`src/rtl/stepper_step_generator_macros.svh`:
```
// Assertion macros for the stepper step generator.
`ifndef STEPPER_STEP_GENERATOR_MACROS_SVH
`define STEPPER_STEP_GENERATOR_MACROS_SVH
`ifndef SYNTHESIS
// Same-cycle implication, checked on every clk edge outside reset
`define STPG_ASSERT_IMPL(label, ante, cons) \
  label: assert property (@(posedge clk) disable iff (rst) (ante) |-> (cons)) \
    else $error("stpg: assertion failed");
// Next-cycle implication, checked on every clk edge outside reset
`define STPG_ASSERT_NEXT(label, ante, cons) \
  label: assert property (@(posedge clk) disable iff (rst) (ante) |=> (cons)) \
    else $error("stpg: assertion failed");
`else
`define STPG_ASSERT_IMPL(label, ante, cons)
`define STPG_ASSERT_NEXT(label, ante, cons)
`endif
`endif

```
`src/rtl/stpg_pkg.sv`:
```
// Shared types, codes and constants of the stepper step generator.
package stpg_pkg;

  // operation codes
  localparam logic [1:0] OP_TICK = 2'd0;
  localparam logic [1:0] OP_MOVE = 2'd1;
  localparam logic [1:0] OP_RAMP = 2'd2;

  // active mode codes
  localparam logic [1:0] MODE_NONE  = 2'd0;
  localparam logic [1:0] MODE_POS   = 2'd1;
  localparam logic [1:0] MODE_SPEED = 2'd2;

  // configuration register indexes
  localparam logic [1:0] REG_HALF_TURN  = 2'd0;
  localparam logic [1:0] REG_HOME_LEFT  = 2'd1;
  localparam logic [1:0] REG_HOME_RIGHT = 2'd2;
  localparam logic [1:0] REG_DEBOUNCE   = 2'd3;

  // reset values and widths
  localparam logic [13:0] HALF_TURN_RESET = 14'd768;
  localparam logic [7:0]  DEBOUNCE_RESET  = 8'd200;
  localparam int ACCUM_BITS_DEFAULT = 32;
  localparam int CFG_ADDR_W   = 2;
  localparam int CFG_DATA_W   = 16;
  localparam int IN_TDATA_W   = 104;
  localparam int IN_TUSER_W   = 2;
  localparam int OUT_TDATA_W  = 72;

  // one input word
  typedef struct packed {
    logic [1:0]  operation;
    logic        home_sensor;
    logic [31:0] target_steps;
    logic [31:0] speed_value;
    logic [31:0] accel_value;
  } item_t;

  // one result word
  typedef struct packed {
    logic        step_pulse;
    logic        direction;
    logic        awake;
    logic [15:0] wrapped_position;
    logic [15:0] revolutions;
    logic        home_fault;
    logic [1:0]  active_mode;
    logic [31:0] velocity_now;
  } result_t;

  // configuration registers
  typedef struct packed {
    logic [13:0] half_turn_steps;
    logic [15:0] home_left_position;
    logic [15:0] home_right_position;
    logic [7:0]  debounce_limit;
  } cfg_t;

  // step detector status
  typedef struct packed {
    logic pulse;
    logic fwd;
  } step_t;

  // debounced home edge
  typedef struct packed {
    logic accept;
    logic level;
  } home_evt_t;

endpackage

```
`src/rtl/stpg_phase.sv`:
```
// Phase accumulator and step detection.
module stpg_phase import stpg_pkg::*; #(
  parameter int ACCUM_BITS = ACCUM_BITS_DEFAULT
) (
  input  logic        clk,
  input  logic        rst,
  input  logic        tick,
  input  logic [31:0] velocity,
  output step_t       step
);

  logic [ACCUM_BITS-1:0] phase;
  logic [ACCUM_BITS-1:0] phase_next;
  logic [63:0]           vext64;

  // sign-extend velocity to the accumulator width and add
  assign vext64     = {{32{velocity[31]}}, velocity};
  assign phase_next = phase + vext64[ACCUM_BITS-1:0];

  // a step fires when the signed accumulator wraps in the travel direction
  always_comb begin
    step.fwd = !velocity[31] && (velocity != 32'd0);
    if (step.fwd) begin
      step.pulse = $signed(phase_next) < $signed(phase);
    end else begin
      step.pulse = $signed(phase_next) > $signed(phase);
    end
  end

  always_ff @(posedge clk) begin
    if (rst) begin
      phase <= '0;
    end else if (tick) begin
      phase <= phase_next;
    end
  end

endmodule

```
`src/rtl/stpg_home.sv`:
```
// Home sensor debounce and edge acceptance.
module stpg_home import stpg_pkg::*; (
  input  logic       clk,
  input  logic       rst,
  input  logic       tick,
  input  logic       level,
  input  logic [7:0] debounce_limit,
  output home_evt_t  evt
);

  logic       home_level;
  logic [7:0] debounce_count;
  logic [8:0] count_inc;
  logic       same;

  // count before saturation decides acceptance
  assign same       = (level == home_level);
  assign count_inc  = {1'b0, debounce_count} + 9'd1;
  assign evt.accept = !same && (count_inc > {1'b0, debounce_limit});
  assign evt.level  = level;

  always_ff @(posedge clk) begin
    if (rst) begin
      home_level     <= 1'b0;
      debounce_count <= 8'd0;
    end else if (tick) begin
      if (same) begin
        debounce_count <= 8'd0;
      end else begin
        debounce_count <= count_inc[8] ? 8'hFF : count_inc[7:0];
      end
      if (evt.accept) begin
        home_level <= level;
      end
    end
  end

endmodule

```
`src/rtl/stpg_motion.sv`:
```
// Motion state: velocity, modes, step counting, turn position and calibration.
`include "stepper_step_generator_macros.svh"
module stpg_motion import stpg_pkg::*; (
  input  logic        clk,
  input  logic        rst,
  input  logic        fire,
  input  item_t       item,
  input  step_t       step,
  input  home_evt_t   evt,
  input  cfg_t        cfg,
  output logic [31:0] velocity,
  output result_t     res
);

  logic [31:0] acceleration;
  logic [31:0] goal_steps;
  logic [31:0] goal_speed;
  logic [31:0] goal_velocity;
  logic [31:0] ramp_rate;
  logic [31:0] move_count;
  logic [1:0]  mode;
  logic [15:0] turn_position;
  logic [15:0] turn_count;
  logic        fault_flag;
  logic        enabled;

  logic [31:0] velocity_next;
  logic [31:0] acceleration_next;
  logic [31:0] goal_steps_next;
  logic [31:0] goal_speed_next;
  logic [31:0] goal_velocity_next;
  logic [31:0] ramp_rate_next;
  logic [31:0] move_count_next;
  logic [1:0]  mode_next;
  logic [15:0] turn_position_next;
  logic [15:0] turn_count_next;
  logic        fault_flag_next;
  logic        enabled_next;

  logic [31:0] vel_acc;
  logic [32:0] dv;
  logic [32:0] rate33;
  logic [32:0] neg_rate33;
  logic [15:0] half16;
  logic [15:0] neg_half16;
  logic        vel_pos;

  // fixed terms of this item
  assign vel_acc    = velocity + acceleration;
  assign dv         = {goal_velocity[31], goal_velocity} - {vel_acc[31], vel_acc};
  assign rate33     = {ramp_rate[31], ramp_rate};
  assign neg_rate33 = 33'd0 - rate33;
  assign half16     = {2'b00, cfg.half_turn_steps};
  assign neg_half16 = 16'd0 - half16;

  // next state for the item in flight
  always_comb begin
    velocity_next      = velocity;
    acceleration_next  = acceleration;
    goal_steps_next    = goal_steps;
    goal_speed_next    = goal_speed;
    goal_velocity_next = goal_velocity;
    ramp_rate_next     = ramp_rate;
    move_count_next    = move_count;
    mode_next          = mode;
    turn_position_next = turn_position;
    turn_count_next    = turn_count;
    fault_flag_next    = fault_flag;
    enabled_next       = enabled;
    vel_pos            = 1'b0;
    unique case (item.operation)
      OP_TICK: begin
        // step bookkeeping
        if (step.pulse) begin
          if (step.fwd) begin
            move_count_next = move_count + 32'd1;
            if ($signed(turn_position) >= $signed(half16)) begin
              turn_position_next = neg_half16;
              turn_count_next    = turn_count + 16'd1;
            end else begin
              turn_position_next = turn_position + 16'd1;
            end
          end else begin
            move_count_next = move_count - 32'd1;
            if ($signed(turn_position) <= $signed(neg_half16)) begin
              turn_position_next = half16;
              turn_count_next    = turn_count - 16'd1;
            end else begin
              turn_position_next = turn_position - 16'd1;
            end
          end
        end
        velocity_next = vel_acc;
        // active mode
        unique case (mode)
          MODE_POS: begin
            if ($signed(goal_steps) > $signed(move_count_next)) begin
              velocity_next = goal_speed;
            end else if ($signed(goal_steps) < $signed(move_count_next)) begin
              velocity_next = 32'd0 - goal_speed;
            end else begin
              velocity_next = 32'd0;
              mode_next     = MODE_NONE;
              enabled_next  = 1'b0;
            end
          end
          MODE_SPEED: begin
            if ($signed(dv) > $signed(rate33)) begin
              acceleration_next = ramp_rate;
            end else if ($signed(dv) < $signed(neg_rate33)) begin
              acceleration_next = 32'd0 - ramp_rate;
            end else begin
              acceleration_next = 32'd0;
              velocity_next     = goal_velocity;
              mode_next         = MODE_NONE;
              if (goal_velocity == 32'd0) begin
                enabled_next = 1'b0;
              end
            end
          end
          default: ;
        endcase
        // home edge: fault when stopped, else calibrate
        vel_pos = !velocity_next[31] && (velocity_next != 32'd0);
        if (evt.accept) begin
          if (velocity_next == 32'd0) begin
            fault_flag_next = 1'b1;
          end else if (evt.level == vel_pos) begin
            turn_position_next = cfg.home_left_position;
          end else begin
            turn_position_next = cfg.home_right_position;
          end
        end
      end
      OP_MOVE: begin
        enabled_next    = 1'b1;
        goal_steps_next = item.target_steps;
        goal_speed_next = item.speed_value;
        move_count_next = 32'd0;
        mode_next       = MODE_POS;
      end
      OP_RAMP: begin
        enabled_next       = 1'b1;
        goal_velocity_next = item.speed_value;
        ramp_rate_next     = item.accel_value;
        move_count_next    = 32'd0;
        mode_next          = MODE_SPEED;
      end
      default: ;
    endcase
  end

  // result word of the item in flight
  always_comb begin
    res.step_pulse       = (item.operation == OP_TICK) && step.pulse;
    res.direction        = step.fwd;
    res.awake            = enabled_next;
    res.wrapped_position = turn_position_next;
    res.revolutions      = turn_count_next;
    res.home_fault       = fault_flag_next;
    res.active_mode      = mode_next;
    res.velocity_now     = velocity_next;
  end

  always_ff @(posedge clk) begin
    if (rst) begin
      velocity      <= '0;
      acceleration  <= '0;
      goal_steps    <= '0;
      goal_speed    <= '0;
      goal_velocity <= '0;
      ramp_rate     <= '0;
      move_count    <= '0;
      mode          <= MODE_NONE;
      turn_position <= '0;
      turn_count    <= '0;
      fault_flag    <= 1'b0;
      enabled       <= 1'b0;
    end else if (fire) begin
      velocity      <= velocity_next;
      acceleration  <= acceleration_next;
      goal_steps    <= goal_steps_next;
      goal_speed    <= goal_speed_next;
      goal_velocity <= goal_velocity_next;
      ramp_rate     <= ramp_rate_next;
      move_count    <= move_count_next;
      mode          <= mode_next;
      turn_position <= turn_position_next;
      turn_count    <= turn_count_next;
      fault_flag    <= fault_flag_next;
      enabled       <= enabled_next;
    end
  end

  // a mode never runs with the driver asleep; the fault flag is sticky
  `STPG_ASSERT_IMPL(a_mode_awake, mode != MODE_NONE, enabled)
  `STPG_ASSERT_NEXT(a_fault_sticky, fault_flag, fault_flag)

endmodule

```
`src/rtl/stepper_step_generator.sv`:
```
// Top level of the stepper step generator: handshake, configuration, result register.
// A word in the input register is processed into the result register once that register is free.
// Throughput: one word per cycle while m_tready keeps taking results; state advances in one
// pass of add/compare logic between the input register and the result register.
// While a result waits on m_tready the input register holds at most one word, then s_tready drops.
// Synchronous active-high rst clears the valid flags and the motion, phase and debounce state,
// selects no mode, puts the driver asleep and loads the configuration reset values.
`include "stepper_step_generator_macros.svh"
module stepper_step_generator import stpg_pkg::*; #(
  parameter int ACCUM_BITS = ACCUM_BITS_DEFAULT
) (
  input  logic                   clk,
  input  logic                   rst,
  // configuration write port
  input  logic                   cfg_wr_en,
  input  logic [CFG_ADDR_W-1:0]  cfg_addr,
  input  logic [CFG_DATA_W-1:0]  cfg_wdata,
  // input stream
  input  logic                   s_tvalid,
  output logic                   s_tready,
  // home_sensor[0], target_steps[32:1], speed_value[64:33], accel_value[96:65]
  input  logic [IN_TDATA_W-1:0]  s_tdata,
  // operation[1:0]
  input  logic [IN_TUSER_W-1:0]  s_tuser,
  // result stream
  output logic                   m_tvalid,
  input  logic                   m_tready,
  // step_pulse[0], direction[1], awake[2], wrapped_position[18:3],
  // revolutions[34:19], home_fault[35], active_mode[37:36], velocity_now[69:38]
  output logic [OUT_TDATA_W-1:0] m_tdata
);

  item_t     in_item;
  logic      in_valid;
  result_t   out_res;
  logic      out_valid;
  logic      adv;
  logic      tick;
  cfg_t      cfg;
  step_t     step;
  home_evt_t evt;
  result_t   res;
  logic [31:0] velocity;

  // handshake: process the held word when the result register is free
  assign adv      = in_valid && (!out_valid || m_tready);
  assign s_tready = !in_valid || adv;
  assign tick     = adv && (in_item.operation == OP_TICK);

  // input register
  always_ff @(posedge clk) begin
    if (rst) begin
      in_valid <= 1'b0;
    end else if (s_tready) begin
      in_valid <= s_tvalid;
    end
  end

  always_ff @(posedge clk) begin
    if (s_tvalid && s_tready) begin
      in_item.operation    <= s_tuser[1:0];
      in_item.home_sensor  <= s_tdata[0];
      in_item.target_steps <= s_tdata[32:1];
      in_item.speed_value  <= s_tdata[64:33];
      in_item.accel_value  <= s_tdata[96:65];
    end
  end

  // configuration registers
  always_ff @(posedge clk) begin
    if (rst) begin
      cfg.half_turn_steps     <= HALF_TURN_RESET;
      cfg.home_left_position  <= '0;
      cfg.home_right_position <= '0;
      cfg.debounce_limit      <= DEBOUNCE_RESET;
    end else if (cfg_wr_en) begin
      unique case (cfg_addr)
        REG_HALF_TURN:  cfg.half_turn_steps     <= cfg_wdata[13:0];
        REG_HOME_LEFT:  cfg.home_left_position  <= cfg_wdata;
        REG_HOME_RIGHT: cfg.home_right_position <= cfg_wdata;
        REG_DEBOUNCE:   cfg.debounce_limit      <= cfg_wdata[7:0];
        default: ;
      endcase
    end
  end

  stpg_phase #(
    .ACCUM_BITS(ACCUM_BITS)
  ) u_phase (
    .clk      (clk),
    .rst      (rst),
    .tick     (tick),
    .velocity (velocity),
    .step     (step)
  );

  stpg_home u_home (
    .clk            (clk),
    .rst            (rst),
    .tick           (tick),
    .level          (in_item.home_sensor),
    .debounce_limit (cfg.debounce_limit),
    .evt            (evt)
  );

  stpg_motion u_motion (
    .clk      (clk),
    .rst      (rst),
    .fire     (adv),
    .item     (in_item),
    .step     (step),
    .evt      (evt),
    .cfg      (cfg),
    .velocity (velocity),
    .res      (res)
  );

  // result register
  always_ff @(posedge clk) begin
    if (rst) begin
      out_valid <= 1'b0;
    end else if (adv) begin
      out_valid <= 1'b1;
    end else if (m_tready) begin
      out_valid <= 1'b0;
    end
  end

  always_ff @(posedge clk) begin
    if (adv) begin
      out_res <= res;
    end
  end

  assign m_tvalid = out_valid;
  assign m_tdata  = {2'b00, out_res.velocity_now, out_res.active_mode, out_res.home_fault,
                     out_res.revolutions, out_res.wrapped_position, out_res.awake,
                     out_res.direction, out_res.step_pulse};

  // a processed word shows up as a result; a held word is never dropped
  `STPG_ASSERT_NEXT(a_adv_result, adv, m_tvalid)
  `STPG_ASSERT_NEXT(a_in_hold, in_valid && !adv, in_valid)

endmodule
```
`config.mk`:
```
export PLATFORM = sky130hd
export DESIGN_NAME = stepper_step_generator
export DESIGN_NICKNAME = d
export VERILOG_FILES = /design/src/rtl/stpg_pkg.sv /design/src/rtl/stpg_phase.sv /design/src/rtl/stpg_home.sv /design/src/rtl/stpg_motion.sv /design/src/rtl/stepper_step_generator.sv
export VERILOG_INCLUDE_DIRS = /design/src /design/src/rtl
export SDC_FILE = /design/constraint.sdc
export NUM_CORES = 2
export LEC_CHECK = 0
export BUFFER_PORTS_ARGS = -buffer_cell sky130_fd_sc_hd__buf_2
export CAP_MARGIN = 20
export CORE_ASPECT_RATIO = 0.5
export CORE_UTILIZATION = 24
export CTS_CLUSTER_SIZE = 30
export DETAILED_ROUTE_END_ITERATION = 10
export GPL_TIMING_DRIVEN = 0
export PLACE_DENSITY_LB_ADDON = 0.05
export SLEW_MARGIN = 20
export SYNTH_ARGS = -nofsm -noshare
export SYNTH_HDL_FRONTEND = slang
export SYNTH_HIERARCHICAL = 1
export SYNTH_SLANG_ARGS = --single-unit
export TNS_END_PERCENT = 20
```
`constraint.sdc`:
```
create_clock -name clk -period 29.9 [get_ports clk]
set_clock_uncertainty 0.1 [all_clocks]
set_input_delay 0 -clock clk [delete_from_list [all_inputs] [get_ports clk]]
set_output_delay 0 -clock clk [all_outputs]
set_load 0.01 [all_outputs]
```
==> results list <==
- The flow ran to the end, and the final reports show no timing, DRC or antenna violations.
- Using the TritonRoute via totals, the vias-per-cell ratio works out to just under 5.
* Count of nets after finishing: 4854
- For the final routed database, the setup TNS stands at 0 ps.
- Worst Setup End Kind: flip-flop
- Setup crit start kind: flip-flop
- Of the total power, the share spent switching nets is 0.363.
* PD cells: between 50 and 60 nW/um^2
- Top cell by count, worst path: clkbuf_1
- Number of setup buffers added after CTS: 0
- Cell depth of the worst hold path: 4
* Total via count in the routed design: 31.0k
- After floorplanning, the core was sized to cover 141000 um^2.
- Slew @ Worst Pin: 1070 ps
- In the post-synthesis netlist, the biggest area contributors are dfxtp_1 21%, edfxtp_1 15%, ha_1 11%.
- The critical path starts at u_motion/velocity[0].
- Subtracting the final worst setup slack from the clock period gives approximately 16000 ps.
- Quantity of I/O buffers inserted on ports: 193
- After clock tree synthesis, the clock-pin slew on the worst setup and hold paths is around 60 ps.
* Clock tree from TritonCTS: built
- Including well taps, the total number of placed cells is 6010.
- Hold/Removal Path Class: in -> reg
* Placer's final routability congestion estimate: 0.898
- Arrival time of data at the critical path endpoint: 16160 ps
- Area of the multi-input gates: 20500 um^2
* H-tree lvl count: 2
- Layout overhead on the synthesized area: 23.2%
* Detailed-placement wirelength estimate: 108 mm
- Internal: 0.00150 W
- The worst register-to-register path begins at u_motion/velocity[0].
* Leak: between 15 and 20 nW
- GR met2 Demand/Resource: 0.300
- Die outline width: 535 um
- Setup repair after global routing left no endpoint under its margin.
* Leading cell type by number of instances after synthesis: nand2_1
* WL per Instance: approximately 21 um
* Register-to-Register Path Depth: 42
- In this run the most used layer during global routing was met2.
- Portion of total power attributed to combinational logic: 0.325
- Crit path max fanout: 10
* Most frequent cells after synthesis: 438 x nand2_1, 357 x dfxtp_1, 341 x a21oi_1, 330 x nor2_1, 297 x ha_1
- Of the post-synthesis cell area, the dominant cell type holds 0.209.
* Count of antenna-violating nets left after detailed routing: 0
- Type of the worst setup path: reg -> reg
- Share of final-layout standard cells stronger than drive strength 1: 0.0925
- Async set-reset flop share out of synthesis: 0
* Total routed wirelength: roughly 140 mm
* Starting density of the core: 0.243
* Number of hold violations in the final report: 0
- For this run, the top clock speed supported by timing is 63.3 MHz.
* Worst-case register-to-register setup slack: 14090 ps
* CTS root buf: clkbuf_16
- Vias in the first global route: approximately 30k
- Summed over all instances, the cell type with the most area after synthesis is dfxtp_1.
- FILL cells: ~15k
- Fraction of power consumed by sequential logic: 0.335
* Post-Layout Cell Count: 6358
- Gr usage total: 0.186
* Met1 track demand over resource in global routing: 0.265
- In this run the worst setup path terminates at m_tdata[10].
- The initial antenna violation count is 7.
- Sum of overflow across all layers after global routing: 0
- For this run, the register share of the synthesized area comes to 0.358.
* Capturing point of the worst reg2reg path: m_tdata[10]
* Die Area: about 140000 um^2
- Num rows: 97
* Final Power: 0.00235 W
* Number of top-level pins: ~200
- Length of the first detailed-routing pass in iterations: 6
- Counting every sink on the clock net gives about 530.
- Worst IR Drop VDD: 0.0000408 V
* Post-synthesis cell type count: roughly 100
* Final Cycle Share: 0.529
- The first global-routing pass estimated 200 mm of wire.
* Post-synthesis cell area: 34200 um^2
- In this run, CTS created clock tree buffers numbering 60.
- For the worst-skew pair, the clock arrives at the later sink with an insertion delay of between 600 and 700 ps.
- The sequential cells in the finished layout cover a total of approximately 12000 um^2.
- Worst-case clock buffer depth: 3
- Of the total power, the clock network draws 0.340.
- Number of flip-flops and latches in the synthesized netlist: about 530
- On the worst path, the slowest cell contributes a delay of between 800 and 900 ps.
* Number of enable flip-flop cells after synthesis: 169
- Switching power: 0.000854 W
* Max-capacitance violation count: 0
* Max-slew violation count: 0
* Leading register cell type out of synthesis: dfxtp_1
* Cells after Synth: 3928
- Maximum number of pins on one net before global-route repair: 52
- A synthesized cell averages between 8 and 9 um^2.
* Number of DRC violations after detailed-routing iteration 0: 2125
- From bottom edge to top edge, the die measures about 270 um.
- Slowest cell on the critical path: o211ai_1
* # DRC: 0
* Count of warnings emitted by yosys: 6
- Met3 layer usage reported by global route: 0.0252
- # setup viols final: 0
- Data required time at the worst endpoint: between 30000 and 40000 ps
* Max-slew headroom at the worst pin: 0.287
==> worst min path at each step <==
stage / from / endpoint / slack [ps]
floorplan: s_tdata[65] / in_item[0] / -1
global placement: s_tdata[70] / in_item[5] / 80
detailed placement: s_tdata[75] / in_item[10] / 80
CTS: cfg_wdata[15] / cfg[39] / 40
global route: cfg_wdata[15] / cfg[39] / 90
finish: cfg_wdata[15] / cfg[39] / 100
==> sequential cells by signal, indices dropped and copies added (netlist names), 2 cells and up <==
signal / cells
u_home/debounce_count: 8
u_motion/velocity: 32
u_motion/acceleration: 32
u_motion/turn_position: 16
u_motion/goal_speed: 32
u_motion/turn_count: 16
u_motion/mode: 2
u_motion/goal_velocity: 32
cfg: 54
in_item: 99
u_motion/ramp_rate: 32
u_motion/move_count: 32
u_phase/phase: 32
u_motion/goal_steps: 32
m_tdata: 70
==> power by group through the flow <==
stage | clock (W) | combinational [W] | sequential [W]
finish | 0.000800 | 0.000766 | 0.000789
global route | 0.000867 | 0.000846 | 0.000791
CTS | 0.000839 | 0.000765 | 0.000789
detailed placement | 0 | 0.000738 | 0.000805
global placement | 0 | 0.000729 | 0.000807
floorplan | 0 | 0.000473 | 0.000797
==> placed cells by master, fill, tap and decap left out, types with 13 or more instances in the layout <==
cell	instances
a221o_1	14
nand2b_1	104
o31ai_1	27
buf_1	22
o21ai_0	162
inv_1	164
nand3_1	80
nor3_1	87
o221ai_1	18
ha_1	297
and2_1	28
o21a_1	37
a21oi_1	341
xor2_1	69
o22a_1	16
edfxtp_1	169
a221oi_1	16
buf_2	200
dlygate4sd3_1	231
mux2i_1	146
xnor2_1	153
dfxtp_1	357
a311oi_1	13
or4_1	14
nor2b_1	41
nor3b_1	21
nand4_1	45
and3_1	34
a21o_1	98
a31o_2	20
clkbuf_16	63
or3_1	39
nor2_1	330
a31oi_1	34
a211oi_1	48
a32o_1	13
nand2_1	438
nor4_1	34
clkbuf_1	154
o211ai_1	15
==> worst max-delay path, delay by kind of cell (launching register included) <==
kind	cells	cell delay, ps
AO/OA/AOI/OAI	18	6500
AND/OR/NAND/NOR	10	2210
adder cells (fa/ha/maj)	4	1290
buffers and inverters	6	2880
flip-flops	1	720
multiplexers	3	1590
XOR/XNOR	1	210
==> cell families after synthesis <==
| group | count (synthesis) | synth area share |
|---|---|---|
| flops | 526 | 0.358 |
| simple gates | 1367 | 0.195 |
| xor+xnor | 222 | 0.0569 |
| compound gates | 996 | 0.191 |
| buf+inv | 359 | 0.0418 |
| fa+ha+maj | 303 | 0.112 |
| other cells | 1 | 0.000110 |
| mux | 154 | 0.0454 |
==> metal layers <==
| metal | up-vias | part of all wire |
|---|---|---|
| met5 | - | 0 |
| met4 | 0 | 0.019 |
| met3 | 138 | 0.040 |
| met2 | 604 | 0.44 |
| met1 | 15000 | 0.50 |
| li1 | 15300 | - |
==> through the flow <==
stage          utilization  instance area (um^2)  setup WS [ps]  hold slack (ps)
5_1_grt              0.299                 42100          13310             87.5
2_1_floorplan            -                 34200          20010            -1.13
3_5_place_dp         0.268                 37600          14100             78.1
6_report             0.299                 42100          14090             96.1
3_3_place_gp         0.267                 37500          13800             76.0
4_1_cts              0.299                 42000          14040             38.8
==> area by class of cell <==
type,instances,share of cell area
Inverter,165,0.0148
Clock buffer,81,0.0412
Tap cell,1881,0.0559
Antenna cell,2,0.000119
Multi-Input combinational cell,3044,0.488
Buffer,194,0.0193
Clock inverter,32,0.00836
Sequential cell,526,0.291
Timing Repair Buffer,433,0.0813
==> timing repair <==
| action | 4_1_cts | 5_1_grt |
|---|---|---|
| resized for setup | 0 | 0 |
| endpoints found under the setup margin | 0 | 0 |
| hold buffers | 231 | 0 |
| endpoints found under the hold margin | 219 | 0 |
Power figures use the tool's default switching activity.
